==> config.mk <==
export PLATFORM = sky130hd
export DESIGN_NAME = plf_ctrl
export DESIGN_NICKNAME = d
export VERILOG_FILES = /design/src/rtl/plf_pkg.sv /design/src/rtl/plf_ctrl.sv
export SDC_FILE = /design/constraint.sdc
export NUM_CORES = 1
export LEC_CHECK = 0
export BUFFER_PORTS_ARGS = -buffer_cell sky130_fd_sc_hd__clkbuf_2
export CORE_MARGIN = 2
export CORE_UTILIZATION = 35
export DETAILED_ROUTE_END_ITERATION = 8
export PLACE_DENSITY = 0.64
export SETUP_SLACK_MARGIN = 0.02
export SLEW_MARGIN = 20
export SYNTH_ARGS = -nofsm -noshare
export SYNTH_HDL_FRONTEND = slang
export SYNTH_SLANG_ARGS = --single-unit
==> constraint.sdc <==
create_clock -name clk_i -period 1.66 [get_ports clk_i]
set_input_delay 0.083 -clock clk_i [delete_from_list [all_inputs] [get_ports clk_i]]
set_output_delay 0.083 -clock clk_i [all_outputs]
set_load 0.03 [all_outputs]
==> src/rtl/plf_pkg.sv <==
// ---------------------------------------------------------------------------
// palette fade package
// shared types and constants of the palette fade block
// ---------------------------------------------------------------------------
package plf_pkg;

  localparam int COLOR_W = 8;
  localparam int INDEX_W = 8;
  localparam int STEPS_W = 10;
  localparam logic [STEPS_W-1:0] STEPS_RESET = 10'd64;

  // request command codes
  typedef enum logic {
    CMD_INIT = 1'b0,
    CMD_STEP = 1'b1
  } plf_cmd_e;

  // controller states
  typedef enum logic [1:0] {
    ST_IDLE,
    ST_DIVIDE,
    ST_READ,
    ST_FINISH
  } plf_state_e;

  // commands from controller to datapath
  typedef struct packed {
    logic load;
    logic div_step;
    logic mem_read;
    logic commit;
  } plf_ctrl_t;

  // status from datapath to controller, decoded from the incoming request
  typedef struct packed {
    logic is_step;
    logic in_range;
  } plf_stat_t;

endpackage

==> src/rtl/plf_ctrl.sv <==
// ---------------------------------------------------------------------------
// palette fade controller
// sequences init and step requests and owns the handshakes
// ---------------------------------------------------------------------------
module plf_ctrl import plf_pkg::*; #(
  parameter int FRACTION_BITS = 16
) (
  input  logic      clk_i,
  input  logic      rst_ni,
  input  logic      req_valid_i,
  output logic      req_ready_o,
  output logic      rsp_valid_o,
  input  logic      rsp_ready_i,
  input  plf_stat_t stat_i,
  output plf_ctrl_t ctrl_o
);

  localparam int DIV_BITS = COLOR_W + FRACTION_BITS;
  localparam int CNT_W    = $clog2(DIV_BITS);
  localparam logic [CNT_W-1:0] CNT_LAST = CNT_W'(DIV_BITS - 1);

  plf_state_e       state_q, state_d;
  logic [CNT_W-1:0] cnt_q, cnt_d;
  logic             rsp_valid_q, rsp_valid_d;

  // state, divide counter and result valid registers
  always_ff @(posedge clk_i or negedge rst_ni) begin
    if (!rst_ni) begin
      state_q     <= ST_IDLE;
      cnt_q       <= '0;
      rsp_valid_q <= 1'b0;
    end else begin
      state_q     <= state_d;
      cnt_q       <= cnt_d;
      rsp_valid_q <= rsp_valid_d;
    end
  end

  // next state and datapath commands
  always_comb begin
    state_d     = state_q;
    cnt_d       = cnt_q;
    rsp_valid_d = rsp_valid_q && !rsp_ready_i;
    ctrl_o      = '0;
    req_ready_o = (state_q == ST_IDLE);
    unique case (state_q)
      ST_IDLE: begin
        if (req_valid_i) begin
          ctrl_o.load = 1'b1;
          cnt_d       = '0;
          priority if (!stat_i.in_range) begin
            state_d = ST_FINISH;
          end else if (stat_i.is_step) begin
            state_d = ST_READ;
          end else begin
            state_d = ST_DIVIDE;
          end
        end
      end
      ST_DIVIDE: begin
        ctrl_o.div_step = 1'b1;
        cnt_d           = CNT_W'(cnt_q + 1'b1);
        if (cnt_q == CNT_LAST) begin
          state_d = ST_FINISH;
        end
      end
      ST_READ: begin
        ctrl_o.mem_read = 1'b1;
        state_d         = ST_FINISH;
      end
      ST_FINISH: begin
        // wait here while the previous result is still held
        if (!rsp_valid_q || rsp_ready_i) begin
          ctrl_o.commit = 1'b1;
          rsp_valid_d   = 1'b1;
          state_d       = ST_IDLE;
        end
      end
      default: begin
        state_d = ST_IDLE;
      end
    endcase
  end

  assign rsp_valid_o = rsp_valid_q;

endmodule

==> out/qor.yml <==
sta:
  fmax_mhz: 661
  grt_setup_unrepaired: "false"
  finClkSkew_ns: 0.000937
  period_needed_ns: 1.51
  maxSlewViolCount: 0
  fin_tns_setup_ns: 0
  setup_viol: 0
  worst_pin_slew_ns: 0.345
  final.period_utilization: 0.912
  hold_violations: 0
  slew-limit-headroom: 0.770
min_path:
  min_path_type: "in -> reg"
  worstHoldEndpoint: "rsp_valid_o$_DFF_PN0_"
  hold_depth: 3
  hp-start: "rsp_ready_i"
power:
  ir_drop_mv: 0.915
  power.total_uw: 1140
  switchingPower_uw: 544
  power.density_mw_per_mm2: 1880
  p_clk_frac: 0.132
  p_leak_uw: 0.000316
  p_comb_frac: 0.586
  seqPwrFrac: 0.282
  switching_share: 0.479
  internal_power_uw: 592
grt:
  grt_pass1_wl_mm: 1.69
  grt.total_usage: 0.129
  antenna_found_initial: 0
  grt_start_max_net_pins: 9
  grt_pass1_vias: 374
  overflow: 0
yosys:
  synth.yosys.seq_area_share: 0.401
  synthCells: 49
  ys_top_cells_by_area: "dfrtp_1, ha_1, mux2i_1, inv_1, nand2_1"
  synth-compound-area-share: 0.180
  netlist_top_cells_count: "dfrtp_1, ha_1, inv_1, nand2_1"
  synth-xor-area-share: 0
  ys_seq_elements: 8
  yosysTopAreaCell: "dfrtp_1"
  synth.avg_cell_area_um2: 10.2
  ys.warnings.count: 0
  synthesis.area_um2: 499
  synth_most_common_cell: "dfrtp_1"
  synthDistinctLibCells: 19
  synth_top_family_by_area: "compound AO/OA/AOI/OAI gates"
  synth_adder_area_share: 0.150
  async_flop_share: 1.00
  synth_ff_type: "dfrtp_1"
  synth-edff-count: 0
  synth_nets: 61
  yosys.area_share.simple: 0.170
  yosysTopAreaCellShare: 0.401
  muxShareOfSynthArea: 0.0602
clock_network:
  root_buffer: "clkbuf_4"
  path_clk_slew_ns: 0.06
  cts_buffers: 3
  cts.htree.levels: 1
  cts_tree: "yes"
  clk_latency_ns: 0.25
  post_cts_buffers: 0
  cts.sinks: 8
  clk_path_buf_depth: 2
setup_path:
  critPathTopFamily: "flip-flops"
  regToRegStartpoint: "state_q[1]$_DFFE_PN0P_"
  path_class: "reg -> out"
  critical_path.endpoint_type: "primary output"
  ff2ff_path_depth: 4
  critPathLaunchType: "flop"
  arrival_ns: 1.43
  crit_required_ns: 1.58
  r2r-end: "cnt_q[2]$_DFFE_PN0P_"
  path_cells: "inv_1 -> ha_1 -> clkbuf_2"
  critPathSlowestCell: "dfrtp_1"
  cp.depth: 3
  cpPeakStageDelay_ns: 0.40
  cp_max_fo: 8
  path_buf_inv: 2
  r2r_slack_ns: 0.21
placed_design:
  place_congestion: 0.684
  dp_hpwl_um: 676
  io_buffers: 11
routing:
  viasPerCell: 4.96
  dr_total_vias: 392
  wire_per_inst_um: 11.3
  drt-total-wl_um: 895
  ant_nets: 0
  drt_iter0_drc: 7
  drc: 0
  dr.pass1.iters: 4
floorplanning:
  rows: 13
  dieArea_mm2: 0.00174
  core_mm2: 0.00132
  die_y_um: 41.8
  ios: 12
  start_util: 0.379
  die_w_um: 41.8
run:
  max-cap-violations: 0
finish:
  num_antenna_cells: 0
  drive_gt1_frac: 0.297
  fin_nets: 78
  area_growth_pct: 21.3
status:
  status: "completed"
[worst min-delay path, stage by stage]
cell	delay, ns
clkbuf_2	0.07
nand2b_1	0.14
nand2_1	0.06
[worst max path at each step]
| stage | startpoint | end | slack, ns |
|---|---|---|---|
| after global routing | state_q[1]$_DFFE_PN0P_ | ctrl_o[2] | 0.03 |
| after global placement | state_q[1]$_DFFE_PN0P_ | cnt_q[2]$_DFFE_PN0P_ | 0.23 |
| after CTS | state_q[1]$_DFFE_PN0P_ | ctrl_o[2] | 0.13 |
| after detailed placement | state_q[1]$_DFFE_PN0P_ | cnt_q[2]$_DFFE_PN0P_ | 0.22 |
| after floorplan | state_q[1]$_DFFE_PN0P_ | cnt_q[2]$_DFFE_PN0P_ | 0.16 |
| final | state_q[1]$_DFFE_PN0P_ | ctrl_o[2] | 0.15 |
[cells by family after synthesis]
kind of cell	after synthesis
fa+ha+maj	6
mux	3
compound gates	12
flops	8
simple gates	15
buf+inv	5
[cells in the final DEF (no fill, tap or decap), drive strengths merged]
cell type     n
a21oi         1
a22o          3
a32o          1
and2          2
and3          2
clkbuf       14
dfrtp         8
dlygate4sd3   1
ha            6
inv           5
mux2i         3
nand2         5
nand2b        2
nand3         3
nand4         1
o21ai         6
o22ai         1
[repair_timing]
item                                    in CTS  in global routing
hold buffers                                 1                  0
endpoints found under the setup margin       0                  0
gates resized for setup                      0                  0
hold endpoints to repair                     8                  0
[through the flow]
stage | utilization | setup WS (ns) | cells | hold slack, ns | area (µm²)
floorplan | - | 0.164 | 49 | -0.213 | 499
global placement | 0.435 | 0.230 | 75 | -0.0537 | 573
detailed placement | 0.435 | 0.222 | 75 | -0.0528 | 573
CTS | 0.460 | 0.132 | 79 | 0.143 | 606
global route | 0.460 | 0.0260 | 79 | 0.185 | 606
finish | 0.460 | 0.146 | 79 | 0.152 | 606
[state kept, by name, summed over array words and instances (netlist names)]
register / count
cnt_q: 5
state_q: 2
rsp_valid_o: 1
[layer usage]
metal  wire length, µm  up-vias  global-route usage
li1                  -      206                   -
met1               467      173               0.187
met2               365       11               0.163
met3                47        2              0.0391
met4                14        0              0.0774
met5                 0        -                   0
[power by group through the flow]
stage          Combinational [µW]  Clock [µW]  Sequential [µW]
2_1_floorplan                 505           0              339
3_3_place_gp                  665           0              321
3_5_place_dp                  672           0              322
4_1_cts                       673         158              320
5_1_grt                       751         166              328
6_report                      666         150              320
[area by class of cell]
| class | instances | area, µm² |
|---|---|---|
| clock buffer | 3 | 22.5 |
| timing repair buffer | 12 | 65.1 |
| inverter | 5 | 18.8 |
| multi-input combinational | 36 | 280 |
| tap | 15 | 18.8 |
| fill | 135 | 712 |
| sequential | 8 | 200 |
No activity file was read; power rests on OpenSTA's default activity.
